**config.mk**
```make
export PLATFORM = sky130hd
export DESIGN_NAME = motor_feedback_turn_tracker_top
export DESIGN_NICKNAME = d
export VERILOG_FILES = /design/src/hdl/mftt_pkg.sv /design/src/hdl/motor_feedback_turn_tracker_top.sv /design/src/hdl/mftt_update.sv
export SDC_FILE = /design/constraint.sdc
export NUM_CORES = 1
export LEC_CHECK = 0
export ABC_AREA = 1
export BUFFER_PORTS_ARGS = -buffer_cell sky130_fd_sc_hd__buf_2
export CORE_ASPECT_RATIO = 1.1
export CORE_MARGIN = 2
export CORE_UTILIZATION = 50
export DETAILED_ROUTE_END_ITERATION = 16
export PLACE_DENSITY = 0.7
export SYNTH_ARGS = -nofsm -noshare
export SYNTH_HDL_FRONTEND = slang
export SYNTH_SLANG_ARGS = --single-unit
```
**constraint.sdc**
```tcl
create_clock -name clk -period 6.5 [get_ports clk]
set_clock_uncertainty 0.1 [all_clocks]
set_input_delay 0.65 -clock clk [delete_from_list [all_inputs] [get_ports clk]]
set_output_delay 0.65 -clock clk [all_outputs]
set_load 0.01 [all_outputs]
```
**src/hdl/mftt_pkg.sv**
```systemverilog
package mftt_pkg;

    localparam int AngleWidth = 13;
    localparam int TurnWidth  = 32;

    localparam logic [1:0] MODE_FEEDBACK = 2'd0;
    localparam logic [1:0] MODE_TICK     = 2'd1;
    localparam logic [1:0] MODE_ADD      = 2'd2;
    localparam logic [1:0] MODE_SET      = 2'd3;

    localparam logic [1:0] LINK_DISABLED     = 2'd0;
    localparam logic [1:0] LINK_CONNECTED    = 2'd1;
    localparam logic [1:0] LINK_DISCONNECTED = 2'd2;

    localparam logic signed [AngleWidth+1:0] JUMP_LIMIT = 15'sd4191;
    localparam logic [7:0] OFFLINE_LIMIT_RESET = 8'd40;
    localparam logic [7:0] SILENCE_MAX = 8'hFF;

    typedef struct packed {
        logic [1:0]                   mode;
        logic [AngleWidth-1:0]        angle_reading;
        logic signed [15:0]           speed_reading;
        logic signed [15:0]           current_reading;
        logic [7:0]                   temperature_reading;
        logic signed [TurnWidth-1:0]  target_value;
    } in_word_t;

    typedef struct packed {
        logic [1:0]                   link_state;
        logic [AngleWidth-1:0]        current_angle;
        logic signed [TurnWidth-1:0]  turn_count;
        logic signed [15:0]           current_speed;
        logic signed [15:0]           current_draw;
        logic [7:0]                   current_temperature;
        logic [AngleWidth-1:0]        target_angle;
        logic signed [TurnWidth-1:0]  target_turns;
        logic                         clear_controllers;
    } out_word_t;

    typedef struct packed {
        logic [1:0]                   link_mode;
        logic [7:0]                   silence_count;
        logic [AngleWidth-1:0]        last_angle;
        logic signed [TurnWidth-1:0]  turns;
        logic signed [15:0]           last_speed;
        logic signed [15:0]           last_current;
        logic [7:0]                   last_temperature;
        logic [AngleWidth-1:0]        goal_angle;
        logic signed [TurnWidth-1:0]  goal_turns;
    } track_state_t;

endpackage

```
**src/hdl/motor_feedback_turn_tracker_top.sv**
```systemverilog
// Turn tracker for one motor feedback link. Every accepted word (feedback frame,
// timer tick, target offset or absolute target) yields exactly one result word
// with the full tracked state after the update. A word is taken every cycle
// unless the output stalls; an input register feeds the result register, with the
// whole state update done in the single logic stage between them. The offline
// limit (reset 40) must be written through the configuration channel while the
// block is idle; the block does not enforce this. cfg_ready is always high.
module motor_feedback_turn_tracker_top
    import mftt_pkg::*;
(
    input  logic       clk,
    input  logic       rst_n,
    input  logic       in_valid,
    output logic       in_stall,
    input  in_word_t   in_data,
    output logic       out_valid,
    input  logic       out_stall,
    output out_word_t  out_data,
    input  logic       cfg_valid,
    output logic       cfg_ready,
    input  logic [7:0] cfg_data
);

    logic         in_valid_reg;
    in_word_t     in_data_reg;
    logic         out_valid_reg;
    out_word_t    out_data_reg;
    track_state_t state_reg;
    track_state_t state_next;
    logic         clear_next;
    logic [7:0]   limit_reg;
    logic         out_free;
    logic         advance;

    assign out_free  = !out_valid_reg || !out_stall;
    assign advance   = in_valid_reg && out_free;
    assign in_stall  = in_valid_reg && !out_free;
    assign out_valid = out_valid_reg;
    assign out_data  = out_data_reg;
    assign cfg_ready = 1'b1;

    mftt_update u_update (
        .cur_state     (state_reg),
        .word          (in_data_reg),
        .offline_limit (limit_reg),
        .state_next    (state_next),
        .clear_next    (clear_next)
    );

    always_ff @(posedge clk or negedge rst_n)
    begin
        if (!rst_n)
        begin
            in_valid_reg  <= 1'b0;
            out_valid_reg <= 1'b0;
            state_reg     <= '0;
            limit_reg     <= OFFLINE_LIMIT_RESET;
        end
        else
        begin
            if (!in_stall)
            begin
                in_valid_reg <= in_valid;
            end
            if (out_free)
            begin
                out_valid_reg <= in_valid_reg;
            end
            if (advance)
            begin
                state_reg <= state_next;
            end
            if (cfg_valid && cfg_ready)
            begin
                limit_reg <= cfg_data;
            end
        end
    end

    always_ff @(posedge clk)
    begin
        if (in_valid && !in_stall)
        begin
            in_data_reg <= in_data;
        end
        if (advance)
        begin
            out_data_reg.link_state          <= state_next.link_mode;
            out_data_reg.current_angle       <= state_next.last_angle;
            out_data_reg.turn_count          <= state_next.turns;
            out_data_reg.current_speed       <= state_next.last_speed;
            out_data_reg.current_draw        <= state_next.last_current;
            out_data_reg.current_temperature <= state_next.last_temperature;
            out_data_reg.target_angle        <= state_next.goal_angle;
            out_data_reg.target_turns        <= state_next.goal_turns;
            out_data_reg.clear_controllers   <= clear_next;
        end
    end

    a_clear_means_down: assert property (@(posedge clk) disable iff (!rst_n)
        out_valid && out_data.clear_controllers |-> out_data.link_state == LINK_DISCONNECTED)
        else $error("clear_controllers without disconnected link");

    a_feedback_connects: assert property (@(posedge clk) disable iff (!rst_n)
        advance && in_data_reg.mode == MODE_FEEDBACK
        |=> state_reg.link_mode == LINK_CONNECTED && state_reg.silence_count == 8'd0)
        else $error("feedback did not connect link");

    a_turns_only_on_feedback: assert property (@(posedge clk) disable iff (!rst_n)
        !$stable(state_reg.turns) |-> $past(advance && in_data_reg.mode == MODE_FEEDBACK))
        else $error("turn count changed without feedback");

    a_stall_needs_item: assert property (@(posedge clk) disable iff (!rst_n)
        in_stall |-> in_valid_reg && out_valid_reg)
        else $error("input stalled with free pipeline");

endmodule

```
**src/hdl/mftt_update.sv**
```systemverilog
module mftt_update
    import mftt_pkg::*;
(
    input  track_state_t cur_state,
    input  in_word_t     word,
    input  logic [7:0]   offline_limit,
    output track_state_t state_next,
    output logic         clear_next
);

    logic signed [AngleWidth+1:0] angle_step;
    logic [7:0]                   silence_bump;
    logic [AngleWidth:0]          angle_sum;
    logic [TurnWidth-1:0]         offset_turns;

    assign angle_step = $signed({2'b00, word.angle_reading})
                      - $signed({2'b00, cur_state.last_angle});
    assign silence_bump = (cur_state.silence_count != SILENCE_MAX)
                        ? cur_state.silence_count + 8'd1 : cur_state.silence_count;
    assign angle_sum = {1'b0, cur_state.goal_angle} + {1'b0, word.target_value[AngleWidth-1:0]};
    assign offset_turns = {{AngleWidth{word.target_value[TurnWidth-1]}},
                           word.target_value[TurnWidth-1:AngleWidth]};

    always_comb
    begin
        state_next = cur_state;
        clear_next = 1'b0;
        case (word.mode)
            MODE_FEEDBACK:
            begin
                if (angle_step > JUMP_LIMIT)
                begin
                    state_next.turns = cur_state.turns - 32'sd1;
                end
                else if (angle_step < -JUMP_LIMIT)
                begin
                    state_next.turns = cur_state.turns + 32'sd1;
                end
                if (cur_state.link_mode == LINK_DISCONNECTED)
                begin
                    state_next.goal_angle = word.angle_reading;
                    state_next.goal_turns = '0;
                end
                state_next.silence_count    = '0;
                state_next.link_mode        = LINK_CONNECTED;
                state_next.last_angle       = word.angle_reading;
                state_next.last_speed       = word.speed_reading;
                state_next.last_current     = word.current_reading;
                state_next.last_temperature = word.temperature_reading;
            end
            MODE_TICK:
            begin
                if (silence_bump > offline_limit)
                begin
                    state_next.silence_count = offline_limit + 8'd1;
                    state_next.link_mode     = LINK_DISCONNECTED;
                    clear_next               = 1'b1;
                end
                else
                begin
                    state_next.silence_count = silence_bump;
                end
            end
            MODE_ADD:
            begin
                state_next.goal_angle = angle_sum[AngleWidth-1:0];
                state_next.goal_turns = cur_state.goal_turns + offset_turns
                                      + {{(TurnWidth-1){1'b0}}, angle_sum[AngleWidth]};
            end
            default:
            begin
                state_next.goal_angle = word.target_value[AngleWidth-1:0];
                state_next.goal_turns = offset_turns;
            end
        endcase
    end

endmodule

```
# Word-level counts from Yosys, hierarchy flattened

Index checks and enable logic that the tools add are counted.

Input port bits: 100
Register bits after elaboration: 370
Output and inout bits: 136
Logic and storage cells: 63

Order comparisons: 3
Add/subtract/negate cells: 8
Eq/ne operators: 4
Reductions and logical operators: 11
Multiplexer cells: 10

Operators with widths:

| operator                | count |
|---|---|
| $pmux W45 S3            | 1 |
| $mux W85                | 1 |
| $mux W32                | 2 |
| $mux W45                | 1 |
| $add A32 B1 Y32         | 1 |
| $add A32 B2 Y32 const B | 1 |
| $add A32 B32 Y32        | 1 |
| $sub A32 B2 Y32 const B | 1 |
| $pmux W10 S2            | 1 |
| $add A8 B1 Y8 const B   | 2 |
| $mux W8                 | 2 |
| $gt A15 B14 Y1 const B  | 1 |
| $lt A15 B14 Y1 const B  | 1 |
| $add A13 B13 Y14        | 1 |
| $sub A13 B13 Y14        | 1 |
| $gt A8 B8 Y1            | 1 |
| $ne A8 B8 Y1 const B    | 1 |
| $eq A2 B2 Y1 const B    | 2 |
| $logic_not A1 Y1        | 4 |
| $logic_and A1 B1 Y1     | 3 |
| $eq A2 B1 Y1 const B    | 1 |
| $logic_not A2 Y1        | 1 |
| $mux W2                 | 1 |
| $reduce_and A2 Y1       | 1 |
| 3 further kinds         | 3 |

# Longest topological paths before layout

Gate-level depths: netlist of run 1.

Depth after elaboration: 6
Gate-level depth with buffers: 24
Depth with buffers taken out: 24

# Modules after synthesis

Synthesis of run 1 repeated with hierarchy kept, for this count alone.

Cells, all modules: 2462
Area total of the unflattened synthesis: 20667.3 um^2

By module, submodules not included:

| module                          | cells an instance | area an instance (um^2) | times used | sequential area each (um^2) |
|---|---|---|---|---|
| motor_feedback_turn_tracker_top | 873               | 12494.5                 | 1          | 10362.4 |
| mftt_update                     | 1589              | 8172.8                  | 1          | 0.0 |

# Least setup slack after synthesis of run 1

No wires, ideal clock.

Kind: input port to flip-flop
From: in out_stall
To: reg out_data_reg (netlist bit out_data[0]), enable pin
Data required time: 5.851 ns
Library setup time: 0.549 ns
Path buffers: 2
Path slack: 0.895 ns
Cell stages on the path: 5
Arrival time: 4.956 ns
Path through: nand2_1 > nand2_1 > inv_1 > clkbuf_1 > clkbuf_1

Word-level cells in the longest chain between the ends: 3

Ends and longest elaborated chain:

| what                | line                                  | text |
|---|---|---|
| start, declared     | motor_feedback_turn_tracker_top.sv:17 | `input logic out_stall,` |
| $logic_not A1 Y1    | motor_feedback_turn_tracker_top.sv:35 | `assign out_free = !out_valid_reg \|\| !out_stall;` |
| $logic_or A1 B1 Y1  | motor_feedback_turn_tracker_top.sv:35 |  |
| $logic_and A1 B1 Y1 | motor_feedback_turn_tracker_top.sv:36 | `assign advance = in_valid_reg && out_free;` |
| named net advance   | motor_feedback_turn_tracker_top.sv:33 | `logic advance;` |
| end, declared       | motor_feedback_turn_tracker_top.sv:27 | `out_word_t out_data_reg;` |

The timed path passes the listed nets, and every way through them passes these cells.
A chain may end at the register's enable or synchronous reset.

==> summary.md, run 1 <==
| Metric | Value |
|---|---|
| Outcome | `complete, no violations` |
| WL final | `slightly below 50000 um` |
| Worst Path Required | `6.72 ns` |
| CTS tree | `built` |
| Postcts setup bufs | `0` |
| Fin area | `22500 sq um` |
| Antenna violations before repair | `8` |
| Leak | `approximately 10 nW` |
| Total number of vias | `16228` |
| Syn Std Cell Area | `19700 sq um` |
| CTS resizes | `0` |
| Total power | `9.52 mW` |
| CTS root buf | `clkbuf_16` |
| Hold crit path type | `in -> async` |
| Yosys top cell by area | `edfxtp_1` |
| CTS clk-pin slew, worst paths | `0.06 ns` |
| Top cells by instance count after synthesis | `nand2_1 (706), inv_1 (231), edfxtp_1 (220)` |
| First-pass GRT wire length | `79500 um` |
| I/O pin total | `roughly 240` |
| Met1 Usage GRT | `0.327` |
| Count leader, synth | `nand2_1` |
| Synth Net Count | `2472` |
| Most common cell on crit path | `nand2_2` |
| Worst Tran Pin Value | `1.07 ns` |
| H-tree depth | `2` |
| Critical Path Start Type | `register` |
| Layout cell share with drive strength beyond 1 | `0.137` |
| Met2 Track Usage GR | `0.386` |
| Vias in the first global route | `around 16000` |
| Arrival @ worst endpoint | `around 4.9 ns` |
| Power per cell area | `424 nW/um^2` |
| # DRC | `0` |
| Unrepaired setup endpoints after global routing | `false` |
| Slowest stage cell, crit path | `nor2_2` |
| Final period util | `0.719` |
| Sequential area share after synthesis | `0.527` |
| Num Clock Sinks | `370` |
| Initial drt markers | `around 1100` |
| Placed Cells | `just under 3000` |
| Crit-path cells | `inv_1, ha_1, inv_1, fa_1, nand3_1, nand3_1, nand2_2, nand2_2, nand2_2, nand2_2, xor2_1, nor2_2, nand2_2, nand2_2, nand2_2, nor2_4, nand3_1, and2_1` |
| All-Layer GR Usage | `0.246` |
| Path depth of the worst reg2reg path | `18` |
| DP Wirelength | `roughly 34000 um` |
| Remaining global-route overflow | `0` |
| Largest stage delay on the critical path | `around 0.73 ns` |
| EDFF count, synth | `220` |
| Final Hold Vio Count | `0` |
| Busiest grt layer | `met2` |
| Worst setup EP type | `register` |
| Synth Area per Inst | `8.55 sq um` |
| Top post-synthesis cells by area | `edfxtp_1 (34%), dfrtp_1 (19%), nand2_1 (13%)` |
| Slew Limit Headroom | `0.284` |
| Main synth FF type | `edfxtp_1` |
| Max Fanout on Critical Path | `39` |
| Initial Util | `0.504` |
| Critical path startpoint | `in_data_reg[72]` |
| Met3 usage | `0.0661` |
| Vias per Instance | `5.33` |
| R2r setup slk | `between 1.5 and 2 ns` |
| Skew-Pair Late Insertion Delay | `0.56 ns` |
| CP Capture Point | `out_data[117]` |
| Fmax achieved | `around 210 MHz` |
| Pre-antenna DRT Iters | `6` |
| Non-filler instance count after layout | `slightly above 3000` |
| Core Footprint | `between 30000 and 40000 sq um` |
| Max-cap viol count | `0` |
| # hold bufs at CTS | `0` |
| Peak VDD IR | `between 0.0002 and 0.0003 V` |
| Max-slew violations | `0` |
| Cells after synthesis | `2300` |
| Critical path class | `reg -> reg` |
| Post-placement cell area | `roughly 21000 sq um` |
| Count of input and output buffers | `between 200 and 250` |
| Max reg flops | `between 100 and 150` |
| Async S/R FF share, synth | `0.405` |
| Largest net degree at the start of global routing | `192` |
| Total CTS buffers | `39` |
| CTS max path bufs | `3` |
| Endpoints failing setup | `0` |
| Area Growth Syn to Fin | `14.2%` |
| Gpl congestion | `approximately 0.91` |
| Yosys reg bits | `between 300 and 400` |
| RR Endpoint | `out_data[117]` |
| Die Footprint | `40900 sq um` |
| Synth warn | `0` |
| Fin nets | `about 2700` |
| Synth cell types | `53` |
| Die height | `212 um` |
| Routed Antenna Nets | `0` |
| Synth top area share | `0.336` |
| Chip Width | `a little under 200 um` |
| Fin Setup TNS | `0 ns` |
| Hold slack | `around 0.044 ns` |
| Core Rows | `76` |
| Routed length per instance | `16.2 um` |
| Final min period | `roughly 4.7 ns` |
| R2r startpoint | `in_data_reg[72]` |
| Fill cells | `between 3000 and 4000` |
critical path: cells and delay by family, from the launching register on:
family / cells / cell delay, ns
and+or+nand+nor: 13 / 3.09
adders and majority gates: 2 / 0.54
DFF: 1 / 0.36
buffers and inverters: 2 / 0.16
xor gates and xnor gates: 1 / 0.15
power breakdown:
part	internal (mW)	switching [mW]	leakage, nW
clock network	1.32	0.928	0.623
registers	3.18	0.404	4.06
logic	1.22	2.46	5.58
metal layers:
| layer | vias up | routed length, um |
|---|---|---|
| li1 | 8098 | - |
| met1 | 7558 | 21900 |
| met3 | 94 | 3670 |
| met2 | 468 | 22300 |
| met5 | - | 54 |
| met4 | 10 | 1470 |
final cells by class:
type                       count  area (sq um)  area share
sequential                   370         10400       0.461
multi-input combinational   1612          8020       0.357
timing repair buffer         244          1250      0.0558
clock buffer                  54          1070      0.0478
inverter                     237           900      0.0401
tap                          507           634      0.0282
clock inverter                18           203     0.00903
antenna                        3          7.51    0.000334
worst min path at each step:
| stage | from | to | slack [ns] | depth (start not counted) |
|---|---|---|---|---|
| after detailed placement | state_reg[2] | state_reg[2] | 0.40 | 2 |
| after CTS | rst_n | state_reg[55] | 0.12 | 1 |
| final | rst_n | state_reg[56] | 0.04 | 1 |
| after global placement | in_valid_reg | out_valid | 0.39 | 2 |
| after global routing | in_data[5] | in_data_reg[5] | 0.14 | 1 |
| after floorplan | rst_n | in_valid_reg | 0.25 | 0 |
per-stage QoR:
stage | setup WS, ns | util
final | 1.83 | 0.576
after global placement | 1.94 | 0.543
after global routing | 1.46 | 0.576
after CTS | 1.85 | 0.576
after floorplan | 0.895 | -
after detailed placement | 1.84 | 0.543
kinds of logic (layout without fill, tap and decap cells):
kind of cell,Yosys count,count (layout),synth area share
and+or+nand+nor,1109,1109,0.235
xor gates and xnor gates,22,22,0.0102
DFF,370,370,0.527
AOI/OAI and AO/OA,408,408,0.115
other,1,4,0.000191
buffers and inverters,318,553,0.0651
adders and majority gates,72,72,0.0474
cell usage in the layout, fill, tap and decap left out, types with 9 or more instances in the layout:
cell       netlist  routed
a21oi_1        109     109
and2_1           9       9
buf_2            8     233
buf_4            3      10
clkbuf_1        48      12
clkbuf_16        0      40
dfrtp_1        148     148
edfxtp_1       220     220
ha_1            68      68
inv_1          231     229
nand2_1        706     705
nand2_2         11      12
nand3_1        119     119
nand3b_1        11      11
nand4_1         27      27
nor2_1         164     163
nor3_1          33      33
nor4_1          11      11
o2111ai_1       13      13
o211ai_1        13      13
o21ai_0        214     214
o21ai_1         14      14
xor2_1          20      20
(Power assumes the default switching activity.)
==> run 2, diff against run 1 <==
clock period = 4.3 ns   (was 6.5 ns; I/O delays follow)
==> summary.md, run 2 (synthesis gave the netlist of run 1 again) <==
| Metric | Value |
|---|---|
| CTS root buf | `clkbuf_16 (unchanged)` |
| Layout cell share with drive strength beyond 1 | `0.134 (was 0.137)` |
| Crit-path cells | `ha_1, a21oi_1, o21ai_0, a21oi_2, o21bai_2, a211oi_2, fa_1, inv_1, fa_1, nand2_1, nand2_1, o21ai_0, o21ai_2, nand3_1, nand2_2, nand2_1, nand2_1, nand2_1, nand2_1, o21ai_0, nand3_1 (was inv_1, ha_1, inv_1, fa_1, nand3_1, nand3_1, nand2_2, nand2_2, nand2_2, nand2_2, xor2_1, nor2_2, nand2_2, nand2_2, nand2_2, nor2_4, nand3_1, and2_1)` |
| Total number of vias | `16808 (was 16228)` |
| Critical Path Start Type | `register (unchanged)` |
| Worst setup EP type | `register (unchanged)` |
| Largest net degree at the start of global routing | `131 (was 192)` |
| I/O pin total | `236 (unchanged)` |
| Vias per Instance | `5.35 (was 5.33)` |
| Power per cell area | `618 nW/um^2 (was 424 nW/um^2)` |
| Count of input and output buffers | `234 (unchanged)` |
| Max-cap viol count | `0 (unchanged)` |
| Die height | `212 um (unchanged)` |
| Outcome | `complete, no violations (unchanged)` |
| Slew Limit Headroom | `0.347 (was 0.284)` |
| Num Clock Sinks | `370 (unchanged)` |
| Ant diodes | `0 (was 3)` |
| Crit path max-delay family | `compound AO/OA/AOI/OAI gates (was simple AND/OR/NAND/NOR gates)` |
| Placed Cells | `2977 (was 2970)` |
| Slowest stage cell, crit path | `fa_1 (was nor2_2)` |
| Gpl congestion | `0.919 (was 0.907)` |
| Worst Path Required | `4.47 ns (was 6.72 ns)` |
| Peak VDD IR | `0.000501 V (was 0.000265 V)` |
| Remaining global-route overflow | `0 (unchanged)` |
| Core Rows | `76 (unchanged)` |
| Fmax achieved | `256 MHz (was 214 MHz)` |
| Final min period | `3.91 ns (was 4.67 ns)` |
| CTS tree | `built (unchanged)` |
| Total CTS buffers | `39 (unchanged)` |
| Largest stage delay on the critical path | `0.42 ns (was 0.73 ns)` |
| Critical path class | `reg -> reg (unchanged)` |
| Chip Width | `193 um (unchanged)` |
| Postcts setup bufs | `0 (unchanged)` |
| Commonest non-fill, non-tap cells in the layout | `nand2_1 (704), buf_2 (233), inv_1 (229), edfxtp_1 (220), o21ai_0 (213) (was nand2_1 (705), buf_2 (233), inv_1 (229), edfxtp_1 (220), o21ai_0 (214))` |
| Setup WS post-layout | `0.391 ns (was 1.83 ns)` |
| First-pass GRT wire length | `82700 um (was 79500 um)` |
| Non-filler instance count after layout | `3140 (was 3045)` |
| Skew-Pair Late Insertion Delay | `0.56 ns (about the same)` |
| Endpoints failing setup | `0 (unchanged)` |
| Final Hold Vio Count | `0 (unchanged)` |
| Buffers and inverters on the worst path | `1 (was 2)` |
| Fin Setup TNS | `0 ns (unchanged)` |
| Fin area | `23500 sq um (was 22500 sq um)` |
| Max reg flops | `140 (unchanged)` |
| Antenna violations before repair | `1 (was 8)` |
| H-tree depth | `2 (unchanged)` |
| CTS clk-pin slew, worst paths | `0.06 ns (about the same)` |
| Vias in the first global route | `16521 (was 15613)` |
| Pre-antenna DRT Iters | `5 (was 6)` |
| Hold crit path type | `in -> reg (was in -> async)` |
| Most common cell on crit path | `nand2_1 (was nand2_2)` |
| Hold slack | `0.0224 ns (was 0.0437 ns)` |
| Worst Tran Pin Value | `0.978 ns (was 1.07 ns)` |
| Area Growth Syn to Fin | `19.5% (was 14.2%)` |
| Leak | `10.7 nW (was 10.3 nW)` |
| All-Layer GR Usage | `0.255 (was 0.246)` |
| DP Wirelength | `35200 um (was 34400 um)` |
| Routed length per instance | `16.5 um (was 16.2 um)` |
| Max Fanout on Critical Path | `6 (was 39)` |
| # DRC | `0 (unchanged)` |
| Initial drt markers | `1037 (was 1058)` |
| Post-placement cell area | `21300 sq um (was 21200 sq um)` |
| Final period util | `0.909 (was 0.719)` |
| CTS max path bufs | `3 (unchanged)` |
| Max-slew violations | `0 (unchanged)` |
| R2r setup slk | `0.39 ns (was 1.83 ns)` |
| Fin nets | `2777 (was 2676)` |
| Initial Util | `0.504 (unchanged)` |
| Routed Antenna Nets | `0 (unchanged)` |
| Commonest non-fill, non-tap cell in the layout | `nand2_1 (unchanged)` |
| WL final | `51800 um (was 49400 um)` |
| Pre-CTS setup slack | `0.0670 ns (was 1.84 ns)` |
| Arrival @ worst endpoint | `4.08 ns (was 4.89 ns)` |
| Die Footprint | `40900 sq um (unchanged)` |
| Core Footprint | `39000 sq um (unchanged)` |
## run 2: area by class of cell
class	instances	area, sq um
clock buffer	57	1130
clock inverter	12	126
fill	3434	15500
inverter	237	900
multi-input combinational	1612	8050
sequential	370	10400
tap	507	634
timing repair buffer	345	2300
## run 2: what timing repair did
| item | 4_1_cts | 5_1_grt |
|---|---|---|
| endpoints found under the hold margin | 176 | 0 |
| setup endpoints to repair | 0 | 20 |
| resized for setup | 0 | 7 |
| hold buffers | 94 | 0 |
## run 2: worst register-to-register path: cells and delay by family (launching register included)
kind	cells	cell delay (ns)
DFF	1	0.40
adders and majority gates	3	1.00
AOI/OAI and AO/OA	8	1.27
and+or+nand+nor	9	0.81
buffers and inverters	1	0.06
## run 2: power breakdown
part | internal (mW) | total, mW | switching, mW | leakage (nW)
clock | 1.99 | 3.36 | 1.37 | 0.609
combinational | 1.96 | 5.74 | 3.78 | 6.03
sequential | 4.81 | 5.42 | 0.613 | 4.06
total | 8.76 | 14.5 | 5.77 | 10.7
## run 2: path summary, 6_finish.rpt
kind | from | endpoint | cells past startpoint
min in group asynchronous | rst_n | state_reg[54] | 2
max in group asynchronous | rst_n | state_reg[101] | 3
setup / recovery | in_data_reg[4] | out_data[29] | 21
hold reg to reg | state_reg[116] | state_reg[116] | 2
setup reg to reg | in_data_reg[4] | out_data[29] | 21
hold / removal | cfg_data[4] | limit_reg[4] | 3
## run 2: per-layer routing
metal	track usage	up-vias	routed length, um
li1	-	8281	-
met3	0.0524	73	3450
met1	0.339	7936	22500
met4	0.0760	2	1100
met5	0	-	13
met2	0.422	516	24800
## run 2: per-stage QoR
| stage | total power [mW] | utilization |
|---|---|---|
| finish | 14.5 | 0.603 |
| global route | 15.6 | 0.603 |
| CTS | 14.5 | 0.602 |
| detailed placement | 11.1 | 0.546 |
| global placement | 10.9 | 0.546 |
| floorplan | 9.49 | - |
==> run 3, diff against run 2 <==
RECOVER_POWER = 50   (was not set)
==> summary.md, run 3 (synthesis gave the netlist of run 1 again) <==
| Metric | Value |
|---|---|
| Worst Tran Pin Value | `2.38 ns (was 0.978 ns)` |
| Critical path startpoint | `in_data_reg[4] (unchanged)` |
| CTS clk-pin slew, worst paths | `0.06 ns (about the same)` |
| I/O pin total | `236 (unchanged)` |
| Initial Util | `0.504 (unchanged)` |
| # DRC | `0 (unchanged)` |
| Final Hold Vio Count | `0 (unchanged)` |
| All-Layer GR Usage | `0.255 (unchanged)` |
| Ant diodes | `0 (unchanged)` |
| Max reg flops | `140 (unchanged)` |
| Core Footprint | `39000 sq um (unchanged)` |
| Routed Antenna Nets | `0 (unchanged)` |
| Commonest non-fill, non-tap cells in the layout | `nand2_1 (705), inv_1 (230), edfxtp_1 (220), o21ai_0 (213), nor2_1 (164) (was nand2_1 (704), buf_2 (233), inv_1 (229), edfxtp_1 (220), o21ai_0 (213))` |
| First-pass GRT wire length | `82700 um (unchanged)` |
| Total power | `14.5 mW (about the same)` |
| Total CTS buffers | `39 (unchanged)` |
| Failing checks | `capacitance limit, slew limit` |
| Leak | `10.3 nW (was 10.7 nW)` |
| Fin area | `23300 sq um (was 23500 sq um)` |
| DP Wirelength | `35200 um (unchanged)` |
| Endpoints failing setup | `0 (unchanged)` |
| Chip Width | `193 um (unchanged)` |
| Max-slew violations | `149 (was 0)` |
| Outcome | `finished, violations left (was complete, no violations)` |
| CTS tree | `built (unchanged)` |
| Crit path max-delay family | `compound AO/OA/AOI/OAI gates (unchanged)` |
| Final period util | `0.916 (was 0.909)` |
| Slew Limit Headroom | `-0.587 (was 0.347)` |
| Remaining global-route overflow | `0 (unchanged)` |
| Pre-antenna DRT Iters | `5 (unchanged)` |
| Final min period | `3.94 ns (was 3.91 ns)` |
| Peak VDD IR | `0.000498 V (was 0.000501 V)` |
| Total number of vias | `16863 (was 16808)` |
| Hold crit path type | `in -> reg (unchanged)` |
| H-tree depth | `2 (unchanged)` |
| Core Rows | `76 (unchanged)` |
| Max Fanout on Critical Path | `6 (unchanged)` |
| Antenna violations before repair | `1 (unchanged)` |
| Layout cell share with drive strength beyond 1 | `0.0794 (was 0.134)` |
| Die height | `212 um (unchanged)` |
| Slowest stage cell, crit path | `fa_1 (unchanged)` |
| Largest net degree at the start of global routing | `131 (unchanged)` |
| Count of input and output buffers | `234 (unchanged)` |
| Num Clock Sinks | `370 (unchanged)` |
| Power per cell area | `621 nW/um^2 (was 618 nW/um^2)` |
| Vias in the first global route | `16521 (unchanged)` |
| Routed length per instance | `16.5 um (about the same)` |
| Worst setup EP type | `register (unchanged)` |
| Critical path class | `reg -> reg (unchanged)` |
| Critical Path Start Type | `register (unchanged)` |
| Launch point of the worst hold path | `cfg_data[4] (unchanged)` |
| CTS max path bufs | `3 (unchanged)` |
| Initial drt markers | `1075 (was 1037)` |
| Crit-path cells | `ha_1, a21oi_1, o21ai_0, a21oi_2, o21bai_2, a211oi_2, fa_1, inv_1, fa_1, nand2_1, nand2_1, o21ai_0, o21ai_2, nand3_1, nand2_2, nand2_1, nand2_1, nand2_1, nand2_1, o21ai_0, nand3_1 (unchanged)` |
| Vias per Instance | `5.37 (was 5.35)` |
| Area Growth Syn to Fin | `18.4% (was 19.5%)` |
| Largest stage delay on the critical path | `0.43 ns (was 0.42 ns)` |
| Max-cap viol count | `2 (was 0)` |
| WL final | `51700 um (was 51800 um)` |
| Die Footprint | `40900 sq um (unchanged)` |
| Fmax achieved | `254 MHz (was 256 MHz)` |
| Skew-Pair Late Insertion Delay | `0.56 ns (about the same)` |
| Most common cell on crit path | `nand2_1 (unchanged)` |
| Buffers and inverters on the worst path | `1 (unchanged)` |
| Worst Path Required | `4.47 ns (about the same)` |
| Fill cells | `3519 (was 3434)` |
| Commonest non-fill, non-tap cell in the layout | `nand2_1 (unchanged)` |
| Arrival @ worst endpoint | `4.11 ns (was 4.08 ns)` |
| Post-placement cell area | `21300 sq um (unchanged)` |
| Fin nets | `2777 (unchanged)` |
| CTS root buf | `clkbuf_16 (unchanged)` |
| Gpl congestion | `0.919 (unchanged)` |
| R2r startpoint | `in_data_reg[4] (unchanged)` |
| Postcts setup bufs | `0 (unchanged)` |
==> run 3: area by class of cell <==
cell class / count / area, sq um / area share
Multi-Input combinational cell: 1612 / 8040 / 0.345
Tap cell: 507 / 634 / 0.0273
Inverter: 237 / 892 / 0.0383
Clock inverter: 12 / 126 / 0.00543
Timing Repair Buffer: 345 / 2100 / 0.0902
Sequential cell: 370 / 10400 / 0.445
Clock buffer: 57 / 1130 / 0.0484
==> run 3: path summary, 6_finish.rpt <==
path	slack, ns	end	cells after the start
max reg2reg	0.36	out_data[29]	21
min reg2reg	0.40	out_valid	2
max in group asynchronous	0.86	state_reg[110]	3
min	0.02	limit_reg[4]	3
max	0.36	out_data[29]	21
min in group asynchronous	1.01	state_reg[54]	2
==> run 3: metal layers <==
layer	wire length (um)	track usage	vias to the layer above	part of all wire
li1	-	-	8289	-
met1	22600	0.339	7997	0.44
met2	24600	0.422	500	0.48
met3	3370	0.0524	75	0.065
met4	1180	0.0760	2	0.023
met5	13	0	-	0.00025
==> run 3: worst min-delay path, cell delays in order <==
cell and delay (ns):
buf_2 0.07, nand2_1 0.04, o21ai_0 0.07
==> run 3: where the power goes <==
part / leakage (nW) / internal, mW / total (mW) / switching, mW
Sequential: 4.06 / 4.81 / 5.43 / 0.620
Combinational: 5.61 / 1.89 / 5.66 / 3.78
Clock: 0.609 / 1.99 / 3.35 / 1.37
==> run 3: stage by stage <==
| stage | TNS, ns | hold slack, ns | setup slack [ns] | utilization | instances |
|---|---|---|---|---|---|
| after floorplan | 0 | 0.0344 | 0.629 | - | 2300 |
| after global placement | 0 | 0.386 | 0.151 | 0.546 | 2977 |
| after detailed placement | 0 | 0.396 | 0.0670 | 0.546 | 2977 |
| after CTS | 0 | 0.0102 | 0.0676 | 0.602 | 3140 |
| after global routing | -0.0200 | 0.0370 | -0.0101 | 0.597 | 3140 |
| final | 0 | 0.0231 | 0.363 | 0.597 | 3140 |
==> run 3: what timing repair did <==
item | 4_1_cts | 5_1_grt
setup endpoints to repair | 0 | 20
hold buffers | 94 | 0
hold endpoints to repair | 176 | 0
resized for setup | 0 | 7
